<file path="config.mk">
export PLATFORM = sky130hd
export DESIGN_NAME = multi_led_blink_controller_unit
export DESIGN_NICKNAME = d
export VERILOG_FILES = /design/src/rtl/mlbc_pkg.sv /design/src/rtl/mlbc_led_channel.sv /design/src/rtl/multi_led_blink_controller_unit.sv
export SDC_FILE = /design/constraint.sdc
export NUM_CORES = 1
export LEC_CHECK = 0
export ABC_CLOCK_PERIOD_IN_PS = 4000
export BUFFER_PORTS_ARGS = -buffer_cell sky130_fd_sc_hd__buf_2
export CAP_MARGIN = 10
export CELL_PAD_IN_SITES_DETAIL_PLACEMENT = 0
export CELL_PAD_IN_SITES_GLOBAL_PLACEMENT = 1
export CORE_MARGIN = 10
export CORE_UTILIZATION = 45
export DETAILED_ROUTE_END_ITERATION = 16
export GPL_TIMING_DRIVEN = 0
export PLACE_DENSITY_LB_ADDON = 0.1
export REMOVE_ABC_BUFFERS = 1
export SYNTH_ARGS = -nofsm -noshare
export SYNTH_HDL_FRONTEND = slang
export SYNTH_SLANG_ARGS = --single-unit
</file>
<file path="constraint.sdc">
create_clock -name clk -period 4 [get_ports clk]
set_clock_uncertainty 0.1 [all_clocks]
set_input_delay 0.8 -clock clk [delete_from_list [all_inputs] [get_ports clk]]
set_output_delay 0.8 -clock clk [all_outputs]
set_load 0.02 [all_outputs]
</file>
<file path="src/rtl/mlbc_pkg.sv">
// Shared constants, action codes and the per-LED command type of the blink controller.
package mlbc_pkg;

  localparam int NUM_LEDS  = 6;
  localparam int TIME_BITS = 16;
  localparam int ACTION_W  = 3;
  localparam int INDEX_W   = 3;

  localparam logic [TIME_BITS-1:0] DEFAULT_INTERVAL = TIME_BITS'(500);

  localparam logic [ACTION_W-1:0] ACT_TICK   = 3'd0;
  localparam logic [ACTION_W-1:0] ACT_ON     = 3'd1;
  localparam logic [ACTION_W-1:0] ACT_OFF    = 3'd2;
  localparam logic [ACTION_W-1:0] ACT_TOGGLE = 3'd3;
  localparam logic [ACTION_W-1:0] ACT_BLINK  = 3'd4;

  typedef struct packed {
    logic tick;
    logic on;
    logic off;
    logic toggle;
    logic blink;
  } cmd_t;

endpackage

</file>
<file path="src/rtl/mlbc_led_channel.sv">
// State and update logic for one LED: fixed level, toggle and timed blink.
module mlbc_led_channel (
  input  logic                          clk,
  input  logic                          rst,
  input  mlbc_pkg::cmd_t                cmd,
  input  logic [mlbc_pkg::TIME_BITS-1:0] blink_interval,
  input  logic [mlbc_pkg::TIME_BITS-1:0] blink_timeout,
  output logic                          level,
  output logic                          blinking
);

  logic                           saved_level;
  logic [mlbc_pkg::TIME_BITS-1:0] interval_store;
  logic [mlbc_pkg::TIME_BITS-1:0] timeout_store;
  logic [mlbc_pkg::TIME_BITS:0]   elapsed_time;
  logic [mlbc_pkg::TIME_BITS-1:0] phase_count;

  logic                           level_next;
  logic                           blinking_next;
  logic                           saved_level_next;
  logic [mlbc_pkg::TIME_BITS-1:0] interval_store_next;
  logic [mlbc_pkg::TIME_BITS-1:0] timeout_store_next;
  logic [mlbc_pkg::TIME_BITS:0]   elapsed_time_next;
  logic [mlbc_pkg::TIME_BITS-1:0] phase_count_next;

  logic [mlbc_pkg::TIME_BITS-1:0] phase_inc;
  logic [mlbc_pkg::TIME_BITS:0]   elapsed_sum;
  logic [mlbc_pkg::TIME_BITS-1:0] interval_eff;
  logic                           same_blink;

  assign phase_inc    = phase_count + mlbc_pkg::TIME_BITS'(1);
  assign elapsed_sum  = elapsed_time + {1'b0, interval_store};
  assign interval_eff = (blink_interval == '0) ? mlbc_pkg::TIME_BITS'(1) : blink_interval;
  assign same_blink   = blinking && (interval_store == interval_eff)
                        && (timeout_store == blink_timeout);

  always_comb begin
    level_next          = level;
    blinking_next       = blinking;
    saved_level_next    = saved_level;
    interval_store_next = interval_store;
    timeout_store_next  = timeout_store;
    elapsed_time_next   = elapsed_time;
    phase_count_next    = phase_count;
    if (cmd.tick && blinking) begin
      if (phase_inc < interval_store) begin
        phase_count_next = phase_inc;
      end else begin
        phase_count_next = '0;
        level_next       = !level;
        if (timeout_store != '0) begin
          elapsed_time_next = elapsed_sum;
          if (elapsed_sum >= {1'b0, timeout_store}) begin
            blinking_next = 1'b0;
            level_next    = saved_level;
          end
        end
      end
    end else if (cmd.on) begin
      blinking_next = 1'b0;
      level_next    = 1'b1;
    end else if (cmd.off) begin
      blinking_next = 1'b0;
      level_next    = 1'b0;
    end else if (cmd.toggle) begin
      blinking_next = 1'b0;
      level_next    = !(blinking || level);
    end else if (cmd.blink && !same_blink) begin
      blinking_next       = 1'b1;
      interval_store_next = interval_eff;
      timeout_store_next  = blink_timeout;
      elapsed_time_next   = '0;
      phase_count_next    = '0;
      saved_level_next    = level;
    end
  end

  always_ff @(posedge clk) begin
    if (rst) begin
      level          <= 1'b0;
      blinking       <= 1'b0;
      saved_level    <= 1'b0;
      interval_store <= mlbc_pkg::DEFAULT_INTERVAL;
      timeout_store  <= '0;
      elapsed_time   <= '0;
      phase_count    <= '0;
    end else begin
      level          <= level_next;
      blinking       <= blinking_next;
      saved_level    <= saved_level_next;
      interval_store <= interval_store_next;
      timeout_store  <= timeout_store_next;
      elapsed_time   <= elapsed_time_next;
      phase_count    <= phase_count_next;
    end
  end

endmodule

</file>
<file path="src/rtl/multi_led_blink_controller_unit.sv">
// Top level: input register, per-LED channels and the result register.
// The result is offered once the accepted item has moved from the input register into the LED channel registers.
// Throughput: one transaction per cycle while no result is held back by a low out_ready.
// The input register accepts a new item while a result still waits downstream, if it holds no item itself.
// Synchronous reset: all LEDs off, no blinking, intervals 500, timeouts and counts zero.
module multi_led_blink_controller_unit (
  input  logic                                clk,
  input  logic                                rst,
  input  logic                                in_valid,
  output logic                                in_ready,
  input  logic [mlbc_pkg::ACTION_W-1:0]       action,
  input  logic [mlbc_pkg::INDEX_W-1:0]        led_index,
  input  logic [mlbc_pkg::TIME_BITS-1:0]      blink_interval,
  input  logic [mlbc_pkg::TIME_BITS-1:0]      blink_timeout,
  output logic                                out_valid,
  input  logic                                out_ready,
  output logic [mlbc_pkg::NUM_LEDS-1:0]       led_levels,
  output logic [mlbc_pkg::NUM_LEDS-1:0]       blinking_mask
);

  logic                           in_valid_q;
  logic [mlbc_pkg::ACTION_W-1:0]  action_q;
  logic [mlbc_pkg::INDEX_W-1:0]   led_index_q;
  logic [mlbc_pkg::TIME_BITS-1:0] blink_interval_q;
  logic [mlbc_pkg::TIME_BITS-1:0] blink_timeout_q;
  logic                           advance;

  assign advance  = in_valid_q && (!out_valid || out_ready);
  assign in_ready = !in_valid_q || advance;

  always_ff @(posedge clk) begin
    if (rst) begin
      in_valid_q <= 1'b0;
    end else if (in_ready) begin
      in_valid_q <= in_valid;
    end
  end

  always_ff @(posedge clk) begin
    if (in_valid && in_ready) begin
      action_q         <= action;
      led_index_q      <= led_index;
      blink_interval_q <= blink_interval;
      blink_timeout_q  <= blink_timeout;
    end
  end

  always_ff @(posedge clk) begin
    if (rst) begin
      out_valid <= 1'b0;
    end else if (advance) begin
      out_valid <= 1'b1;
    end else if (out_ready) begin
      out_valid <= 1'b0;
    end
  end

  for (genvar k = 0; k < mlbc_pkg::NUM_LEDS; k++) begin : g_led
    mlbc_pkg::cmd_t cmd;
    logic           sel;

    assign sel        = advance && (led_index_q == mlbc_pkg::INDEX_W'(k));
    assign cmd.tick   = advance && (action_q == mlbc_pkg::ACT_TICK);
    assign cmd.on     = sel && (action_q == mlbc_pkg::ACT_ON);
    assign cmd.off    = sel && (action_q == mlbc_pkg::ACT_OFF);
    assign cmd.toggle = sel && (action_q == mlbc_pkg::ACT_TOGGLE);
    assign cmd.blink  = sel && (action_q == mlbc_pkg::ACT_BLINK);

    mlbc_led_channel u_channel (
      .clk            (clk),
      .rst            (rst),
      .cmd            (cmd),
      .blink_interval (blink_interval_q),
      .blink_timeout  (blink_timeout_q),
      .level          (led_levels[k]),
      .blinking       (blinking_mask[k])
    );
  end

`ifndef SYNTH
  a_state_holds: assert property (@(posedge clk) disable iff (rst)
    !advance |=> ($stable(led_levels) && $stable(blinking_mask)))
    else $error("LED state changed without a transaction");

  a_advance_result: assert property (@(posedge clk) disable iff (rst)
    advance |=> out_valid)
    else $error("processed transaction produced no result");

  a_stall_cause: assert property (@(posedge clk) disable iff (rst)
    !in_ready |-> (in_valid_q && out_valid && !out_ready))
    else $error("input stalled without a blocked result");

  a_no_overwrite: assert property (@(posedge clk) disable iff (rst)
    (out_valid && !out_ready) |-> !advance)
    else $error("pending result overwritten");
`endif

endmodule
</file>
# --- Word level (Yosys, flattened, before mapping) ---
# Cells that the tools add are included.
totals:
  inputBits: 42
  out_inout_bits: 14
  regBits: 448
  romBits: 0
  n_memories: 0
  latchBits: 0
  ramBits: 0
  word_cells: 467
op_classes:
  add_sub_neg: 12
  mux: 171
  reduce_logical: 143
  div_mod_pow: 0
  n_eq_ne: 57
  multipliers: 0
  n_lt_le_gt_ge: 12
  n_shift: 0
  bitwise_logic: 24
ops:
  columns: ["cell", "count"]
  rows:
  - ["two-way mux 17 bit", 42]
  - ["two-way mux 16 bit", 37]
  - ["== test 16 bit", 12]
  - ["adder 17 x 16 -> 17 bit", 6]
  - [">= comparator 17 x 16 -> 1 bit", 6]
  - ["adder 16 x 1 -> 16 bit (second input constant)", 6]
  - ["less-than comparator 16 bit", 6]
  - ["nonzero test 16 bit", 6]
  - ["two-way mux 1 bit", 92]
  - ["logical AND 1 bit", 57]
  - ["AND reduction 4 bit", 12]
  - ["!= test 2 x 1 -> 1 bit (second input constant)", 18]
  - ["!= test 2 bit (second input constant)", 18]
  - ["AND reduction 6 bit", 6]
  - ["AND reduction 5 bit", 6]
  - ["nonzero test 5 bit", 6]
  - ["inverter 1 bit", 24]
  - ["nonzero test 4 bit", 6]
  - ["logical NOT 1 bit", 20]
  - ["logical NOT 16 bit", 1]
  - ["nonzero test 2 bit", 7]
  - ["== test 3 x 2 -> 1 bit (second input constant)", 4]
  - ["AND reduction 2 bit", 6]
  - ["== test 3 bit (second input constant)", 3]
  - ["3 further kinds", 12]

# --- Depth between registers and ports, before layout ---
# Gate-level depths: netlist (run 1).
logic_depth:
  word_depth: 12
  ltp_mapped: 21

# --- By module ---
# A second synthesis (run 1) with hierarchy kept.
unflattened:
  hier_cells: 3616
  area_unflattened_um2: 31199.9
by_module_without_submodules:
  columns: ["mod", "seq_area_each_um2", "instances", "area_each_um2", "cells_each"]
  rows:
  - ["mlbc_led_channel at g_led[0].u_channel ...", 1361.3, 3, 5092.4, 608]
  - ["mlbc_led_channel at g_led[4].u_channel", 1361.3, 1, 4862.2, 575]
  - ["mlbc_led_channel at g_led[1].u_channel", 1361.3, 1, 4777.1, 570]
  - ["mlbc_led_channel at g_led[5].u_channel", 1361.3, 1, 4665.7, 555]
  - ["multi_led_blink_controller_unit", 1181.1, 1, 1617.8, 92]

# --- Least setup slack after synthesis (run 1) ---
# OpenSTA, ideal clock, no wires.
synth_timing:
  kind: "register to register"
  startpoint: "register g_led[4].u_channel.interval_store[0] in the netlist's numbering"
  endpoint: "register g_led[4].u_channel.level"
  arrival_time_ps: 4153
  setup_time_ps: 133
  slack_ps: -386
  path_stages_with_launch: 20
  t_required_ps: 3767
  cell_sequence: "dfxtp_1 ha_1 inv_1 fa_1 nor2b_1 o31a_1 o31a_1 o41a_1 a21oi_1 o21ai_0 xnor2_1 ha_1 nand2_1 a31oi_1 o2111a_1 a2111oi_0 nor4b_1 or3_1 mux2i_1 a31oi_1"
synth_via:
  elab_chain_len: 6
synth_lines:
  columns: ["element", "line", "text"]
  rows:
  - ["from (decl)", "mlbc_led_channel.sv:13", "logic [mlbc_pkg::TIME_BITS-1:0] interval_store;"]
  - ["from (signal assigned)", "mlbc_led_channel.sv:83", "interval_store <= mlbc_pkg::DEFAULT_INTERVAL;"]
  - ["from (signal assigned)", "mlbc_led_channel.sv:91", "interval_store <= interval_store_next;"]
  - ["adder 17 x 16 -> 17 bit", "mlbc_led_channel.sv:32", "assign elapsed_sum = elapsed_time + {1'b0, interval_store};"]
  - [">= comparator 17 x 16 -> 1 bit", "mlbc_led_channel.sv:53", "if (elapsed_sum >= {1'b0, timeout_store}) begin"]
  - ["two-way mux 1 bit", "mlbc_led_channel.sv:53", null]
  - ["two-way mux 1 bit", "mlbc_led_channel.sv:51", "if (timeout_store != '0) begin"]
  - ["two-way mux 1 bit", "mlbc_led_channel.sv:46", "if (phase_inc < interval_store) begin"]
  - ["two-way mux 1 bit", "mlbc_led_channel.sv:45", "if (cmd.tick && blinking) begin"]
  - ["to (signal assigned)", "mlbc_led_channel.sv:88", "level <= level_next;"]
  - ["to (decl)", "mlbc_led_channel.sv:8", "output logic level,"]
# Several ways; a longest one is shown, not always the timed one. The select of a mux whose other input is x is not followed.
# A chain may end at the register's enable or synchronous reset.

# --- Worst setup path in the final report (run 1) ---
# Ends and elaborated chain as after synthesis.

==> metrics.md, run 1 <==
| Metric | Value |
|---|---|
| First-pass GRT wire length | 143000 um |
| Total Routing Usage GR | 23.1% |
| F_max | 228 MHz |
| YS warnings | 0 |
| Fillers | 5889 |
| Io pins | 56 |
| Routed Antenna Nets | 0 |
| Post-Place Worst Slack | -1.32 ns |
| Root Driver | clkbuf_16 |
| CP arrival | 4.76 ns |
| Peak supply drop | 0.302 mV |
| Vias in the first global route | 24686 |
| Crit-path max FO | 4 |
| Worst-margin pin slew | 1.17 ns |
| IO buf count | 55 |
| Antenna violations before repair | 1 |
| Commonest non-fill, non-tap cell in the layout | nor2_1 |
| Synth Register Bits | 448 |
| PwrDens | 301 mW/mm^2 |
| Synth Area in Compound Gates | 15.7% |
| Via/cell ratio | 5.77 |
| Final min period | 4.38 ns |
| Post-synthesis cell count | 3438 |
| Startpoint types | flip-flop |
| Finished layout cell area | 0.0354 mm^2 |
| Synth Area in Adders | 12.6% |
| DRT Pass-1 Iters | 6 |
| Die footprint | 0.0762 mm^2 |
| DRC viols | 0 |
| Critical path capture point type | flip-flop |
| Post-synthesis simple-gate area fraction | 17.7% |
| Final nets | 3910 |
| Hold Crit Class | primary input to flip-flop |
| Die H | 276 um |
| # setup viols final | 5 |
| # clock sinks | 448 |
| EDFF count, synth | 38 |
| Most frequent cells in the layout | nor2_1, dfxtp_1, ha_1, xnor2_1, inv_1 |
| Critical R2R Launch | g_led[4].u_channel.interval_store[0] |
| Setup CP Type | flip-flop to flip-flop |
| Slew margin rel. | 22.1% |
| Largest net degree at the start of global routing | 139 |
| Library cells used by synthesis | 94 |
| Routed via count | 25798 |
| Max-slew violations | 0 |
| WL per Instance | 20.9 um |
| Avg Inst Size Synth | 8.58 um^2 |
| Worst Path Required | 4.38 ns |
| Fraction of layout cells with a size suffix above 1 | 17.6% |
| Largest family of logic cells by synthesized area | simple AND/OR/NAND/NOR gates |
| Row cnt | 93 |
| DP Area | 0.0307 mm^2 |
| Critical Path Source | g_led[4].u_channel.interval_store[0] |
| CORE AREA | 0.0647 mm^2 |
| HPWL after DPL | 62900 um |
| Skew-Pair Late Insertion Delay | 0.63 ns |
| CTS tree | done |
| Setup TNS | -0.904 ns |
| Syn Std Cell Area | 0.0295 mm^2 |
| Final Hold Viols | 0 |
| Leakage power | 15.1 nW |
| CTS Buf Count | 54 |
| Main synth FF type | dfxtp_1 |
| Ant diodes | 0 |
| Post-layout util | 54.8% |
| CTS Hold Bufs | 0 |
| Largest cells by area after synthesis | dfxtp_1, ha_1, xnor2_1 |
| Gpl congestion | 0.907 |
| Die X | 276 um |
| Synth area leader | dfxtp_1 |
| Clock Path Buffers | 3 |
| Violated checks | negative setup slack |
| Status | complete, but fails checks |
| Synth-to-Final Area Change | 20.1% |
| Final WS setup | -0.378 ns |
| RSZ-0062 raised after global routing | yes |
| Initial DRC count | 1780 |
| Reg clk slew, reported paths | 0.06 ns |
| Yosys top cell area share | 27.8% |
| Sequential share of the synthesized area | 31.7% |
| Hold Startpoint | blink_timeout[10] |
| Initial Utilization | 45.6% |
| Register area | 0.00946 mm^2 |
| Max Cap Viol | 0 |
| Share of synthesized registers carrying an async set or reset | 0% |
| Area occupied by multi-input gates | 0.0200 mm^2 |
| Synth Area in XOR/XNOR | 10.4% |
| Clock H-tree levels | 2 |
| Final wirelength | 93500 um |
| Fin crit share | 109% |
| Congestion Overflow GR | 0 |
| Mux share of post-synthesis cell area | 6.38% |
## stage by stage
step                      hold slack, ns  total power [mW]  cells
final                              0.249              10.7   4473
after global placement             0.358              5.15   4190
after CTS                          0.214              10.7   4394
after floorplan                    0.339              4.90   3280
after detailed placement           0.369              5.20   4214
after global routing               0.235              11.0   4473
## worst max-delay path, cell delays in order (launching register included)
cell and delay (ns):
dfxtp_4 0.35, ha_4 0.16, inv_2 0.06, fa_2 0.21, nor2b_2 0.05, o31a_1 0.27
o31a_1 0.29, o41a_1 0.46, a21oi_2 0.20, o21ai_2 0.09, xnor2_2 0.16, ha_1 0.36
nand2_1 0.09, a31oi_1 0.08, o2111a_2 0.28, a2111oi_4 0.33, nor4b_2 0.25, or3_4 0.19
mux2i_1 0.18, a31oi_1 0.09
## power by group
| part | internal (mW) | total (mW) | switching (mW) | leakage, nW |
|---|---|---|---|---|
| combinational | 0.199 | 0.522 | 0.323 | 10.5 |
| clock | 3.39 | 5.50 | 2.11 | 0.935 |
| sequential | 4.54 | 4.63 | 0.0901 | 3.69 |
## state kept, by name, indices dropped and copies added (netlist names), 3 cells and up
signal                          count
g_led.u_channel.elapsed_time      102
g_led.u_channel.interval_store     96
g_led.u_channel.phase_count        96
g_led.u_channel.timeout_store      96
blink_interval_q                   16
blink_timeout_q                    16
g_led.u_channel.blinking            6
g_led.u_channel.level               6
g_led.u_channel.saved_level         6
action_q                            3
led_index_q                         3
## layer usage
layer	global-route usage [%]	wire length [um]	up-vias
met4	6.86	3080	0
met5	0	0	-
met1	31.6	42800	12466
met2	37.1	42100	681
li1	-	-	12471
met3	3.32	5520	180
## worst paths after layout
| check | slack, ns | to | cells past startpoint |
|---|---|---|---|
| max | -0.38 | g_led[4].u_channel.level | 19 |
| min | 0.25 | blink_timeout_q[10] | 1 |
| max reg2reg | -0.38 | g_led[4].u_channel.level | 19 |
| min reg2reg | 0.37 | g_led[3].u_channel.elapsed_time[9] | 2 |
## layout make-up
| class | count | area share (%) |
|---|---|---|
| multi-input cells | 2605 | 56.4 |
| flip-flops and latches | 448 | 26.7 |
| repair buffers | 228 | 5.92 |
| clock buffers | 67 | 4.07 |
| well taps | 855 | 3.02 |
| inverters | 237 | 2.51 |
| clock inverters | 33 | 1.42 |
## cells in the mapped netlist, types with 15 or more instances
cell / count
nor2_1: 445
dfxtp_1: 410
ha_1: 288
xnor2_1: 262
inv_1: 236
a21oi_1: 209
mux2i_1: 187
nand2_1: 141
o21ai_0: 131
xor2_1: 90
a22oi_1: 87
and3_1: 85
clkbuf_1: 82
nand4_1: 75
nand3_1: 62
buf_2: 56
a21o_1: 53
nor4_1: 42
edfxtp_1: 38
nor3b_1: 38
a31oi_1: 31
nor3_1: 30
o21a_1: 30
a211oi_1: 24
nor2b_1: 24
o211ai_1: 24
or3_1: 23
nand3b_1: 18
and2_1: 16
buf_4: 15
## kinds of logic after synthesis
family                   count (synthesis)
adder cells (fa/ha/maj)                294
AND/OR/NAND/NOR                       1055
XOR/XNOR                               352
flip-flops                             448
AO/OA/AOI/OAI                          706
buffers and inverters                  395
multiplexers                           188
## timing repair
action | in CTS | in global routing
cloned | 8 | 2
hold endpoints to repair | 0 | 0
endpoints found under the setup margin | 213 | 201
gates resized for setup | 190 | 194
pin swaps | 90 | 128
setup buffers | 72 | 78
Note: power is estimated with default switching activity, not from simulation.
==> inputs of run 2 (changes only) <==
Settings changed: CELL_PAD_IN_SITES_DETAIL_PLACEMENT 0 to default, CELL_PAD_IN_SITES_GLOBAL_PLACEMENT 1 to default, CORE_UTILIZATION 45 to 50, PLACE_DENSITY from default to 0.68, PLACE_DENSITY_LB_ADDON 0.1 to default.
==> run 2 against run 1 <==
Net effect: the flow still finishes with violations (negative setup slack); clock power decreased by 7.8%; largest power group unchanged; sequential share of layout area increased by 0.61 points; clock-buffer cell count decreased by 3; critical path type unchanged; via count decreased by 1.5%; first-iteration DRC count increased by 15%; combinational power decreased by 7.3%; register-to-register slack improved by 0.03 ns; design area decreased by 2.4%.
==> metrics.md, run 2 (synthesized netlist as in run 1, its figures left out) <==
| Metric | Value |
|---|---|
| CTS Hold Bufs | 0 |
| Fillers | 5024 |
| Startpoint types | flip-flop |
| Die X | 263 um |
| Final min period | 4.35 ns |
| Crit path largest cell delay | 0.37 ns |
| Worst-margin pin slew | 1.16 ns |
| Buffer and inverter count on the worst path | 1 |
| Reg2reg setup slack | -0.35 ns |
| # setup viols final | 4 |
| CP arrival | 4.70 ns |
| Commonest non-fill, non-tap cell in the layout | nor2_1 |
| Hold_ws | 0.254 ns |
| Peak supply drop | 0.366 mV |
| WL per Instance | 19.7 um |
| Hold Crit Class | primary input to flip-flop |
| CTS Buf Count | 51 |
| # clock sinks | 448 |
| Most frequent cells in the layout | nor2_1, dfxtp_1, ha_1, xnor2_1, inv_1 |
| Clock Path Buffers | 3 |
| CTS tree | done |
| Critical path's slowest cell | a2111oi_4 |
| Largest net degree at the start of global routing | 150 |
| Fin crit share | 109% |
| Final nets | 3892 |
| Skew-Pair Late Insertion Delay | 0.62 ns |
| Path depth of the worst reg2reg path | 19 |
| WP depth | 19 |
| Top reg by flops | g_led.u_channel.elapsed_time |
| CP cell instances | ha_4 > inv_2 > fa_2 > nor2b_2 > o31a_1 > o31a_1 > o41a_1 > a21oi_2 > o21ai_2 > xnor2_2 > ha_4 > nand2_2 > a31oi_1 > o2111a_1 > a2111oi_4 > nor4b_4 > or3_4 > mux2i_1 > a31oi_1 |
| Routed via count | 25420 |
| Cell Count, Final, Fillers Out | 4365 |
| Row cnt | 88 |
| Reg clk slew, reported paths | 0.06 ns |
| Final Total Pwr | 10.2 mW |
| Root Driver | clkbuf_16 |
| PwrDens | 295 mW/mm^2 |
| Crit-path max FO | 4 |
| Post-Place Worst Slack | -1.17 ns |
| CORE AREA | 0.0580 mm^2 |
| Critical R2R Launch | g_led[4].u_channel.interval_store[0] |
| Final wirelength | 86200 um |
| Gpl congestion | 0.913 |
| Critical path capture point type | flip-flop |
| Setup TNS | -0.709 ns |
| Status | complete, but fails checks |
| Vias in the first global route | 23777 |
| Initial DRC count | 2051 |
| Max reg flops | 102 |
| DP Area | 0.0303 mm^2 |
| Max Cap Viol | 0 |
| HPWL after DPL | 56000 um |
| DRT Pass-1 Iters | 5 |
| Congestion Overflow GR | 0 |
| Final WS setup | -0.348 ns |
| Fraction of layout cells with a size suffix above 1 | 16.6% |
| First-pass GRT wire length | 132000 um |
| Final Hold Viols | 0 |
| RSZ-0062 raised after global routing | yes |
| DRC viols | 0 |
| Violated checks | negative setup slack |
| Setup crit end | g_led[4].u_channel.level |
| Via/cell ratio | 5.82 |
| Post-layout util | 59.6% |
| Total Routing Usage GR | 23.5% |
| Io pins | 56 |
| Antenna violations before repair | 2 |
| Die footprint | 0.0691 mm^2 |
| F_max | 230 MHz |
| Placed Cells | 4115 |
| Clock H-tree levels | 2 |
| Initial Utilization | 50.8% |
| IO buf count | 55 |
| Leakage power | 14.9 nW |
| Finished layout cell area | 0.0346 mm^2 |
| Max-slew violations | 0 |
| Setup CP Type | flip-flop to flip-flop |
| Slew margin rel. | 22.4% |
| Synth-to-Final Area Change | 17.2% |
| Top delay family on crit path | compound AO/OA/AOI/OAI gates |
| Critical Path Source | g_led[4].u_channel.interval_store[0] |
| Worst Path Required | 4.36 ns |
| Die H | 263 um |
| Routed Antenna Nets | 0 |
| Worst r2r dst | g_led[4].u_channel.level |
run 2: cell count changes in the layout (fill, tap and decap cells not counted), sizes merged, moves of 2 or more:
cell      previous run  this run
buf                228       216
bufinv              13         6
clkbuf              67        64
clkinv              13        17
clkinvlp             6         3
diode                0         2
inv                238       242
or3                 28        26
run 2: area by class of cell:
class | instances | area (um^2) | share of cell area, %
repair buffers | 216 | 1740 | 5.03
clock buffers | 64 | 1460 | 4.23
flip-flops and latches | 448 | 9440 | 27.3
inverters | 237 | 890 | 2.57
diodes | 2 | 5.00 | 0.0145
well taps | 765 | 957 | 2.77
multi-input cells | 2602 | 19700 | 57.1
clock inverters | 31 | 350 | 1.01
run 2: metal layers:
layer  part of all wire [%]  global-route usage (%)  vias to the layer above
li1                       -                       -                    12463
met2                     44                    36.2                      817
met5                      0                       0                        -
met4                    3.5                    8.64                        0
met3                    8.1                    4.51                      160
met1                     45                    32.0                    11980
run 2: what timing repair did:
item / 4_1_cts / 5_1_grt
gates cloned: 5 / 3
resized for setup: 162 / 161
pin swaps: 75 / 86
buffers inserted: 98 / 49
setup endpoints to repair: 191 / 200
run 2: worst min path at each step:
stage	startpoint	end	slack (ns)	depth (start not counted)
after floorplan	g_led[4].u_channel.elapsed_time[10]	g_led[4].u_channel.elapsed_time[10]	0.34	2
after global placement	g_led[3].u_channel.elapsed_time[14]	g_led[3].u_channel.elapsed_time[14]	0.36	2
after detailed placement	g_led[4].u_channel.elapsed_time[1]	g_led[4].u_channel.elapsed_time[1]	0.37	2
after CTS	action[1]	action_q[1]	0.24	1
after global routing	blink_timeout[3]	blink_timeout_q[3]	0.24	1
final	blink_interval[1]	blink_interval_q[1]	0.25	1
run 2: report_power, final:
part / internal [mW] / total, mW / switching, mW
combinational: 0.178 / 0.484 / 0.306
clock: 3.00 / 5.07 / 2.07
sequential: 4.55 / 4.64 / 0.0892
total: 7.72 / 10.2 / 2.46
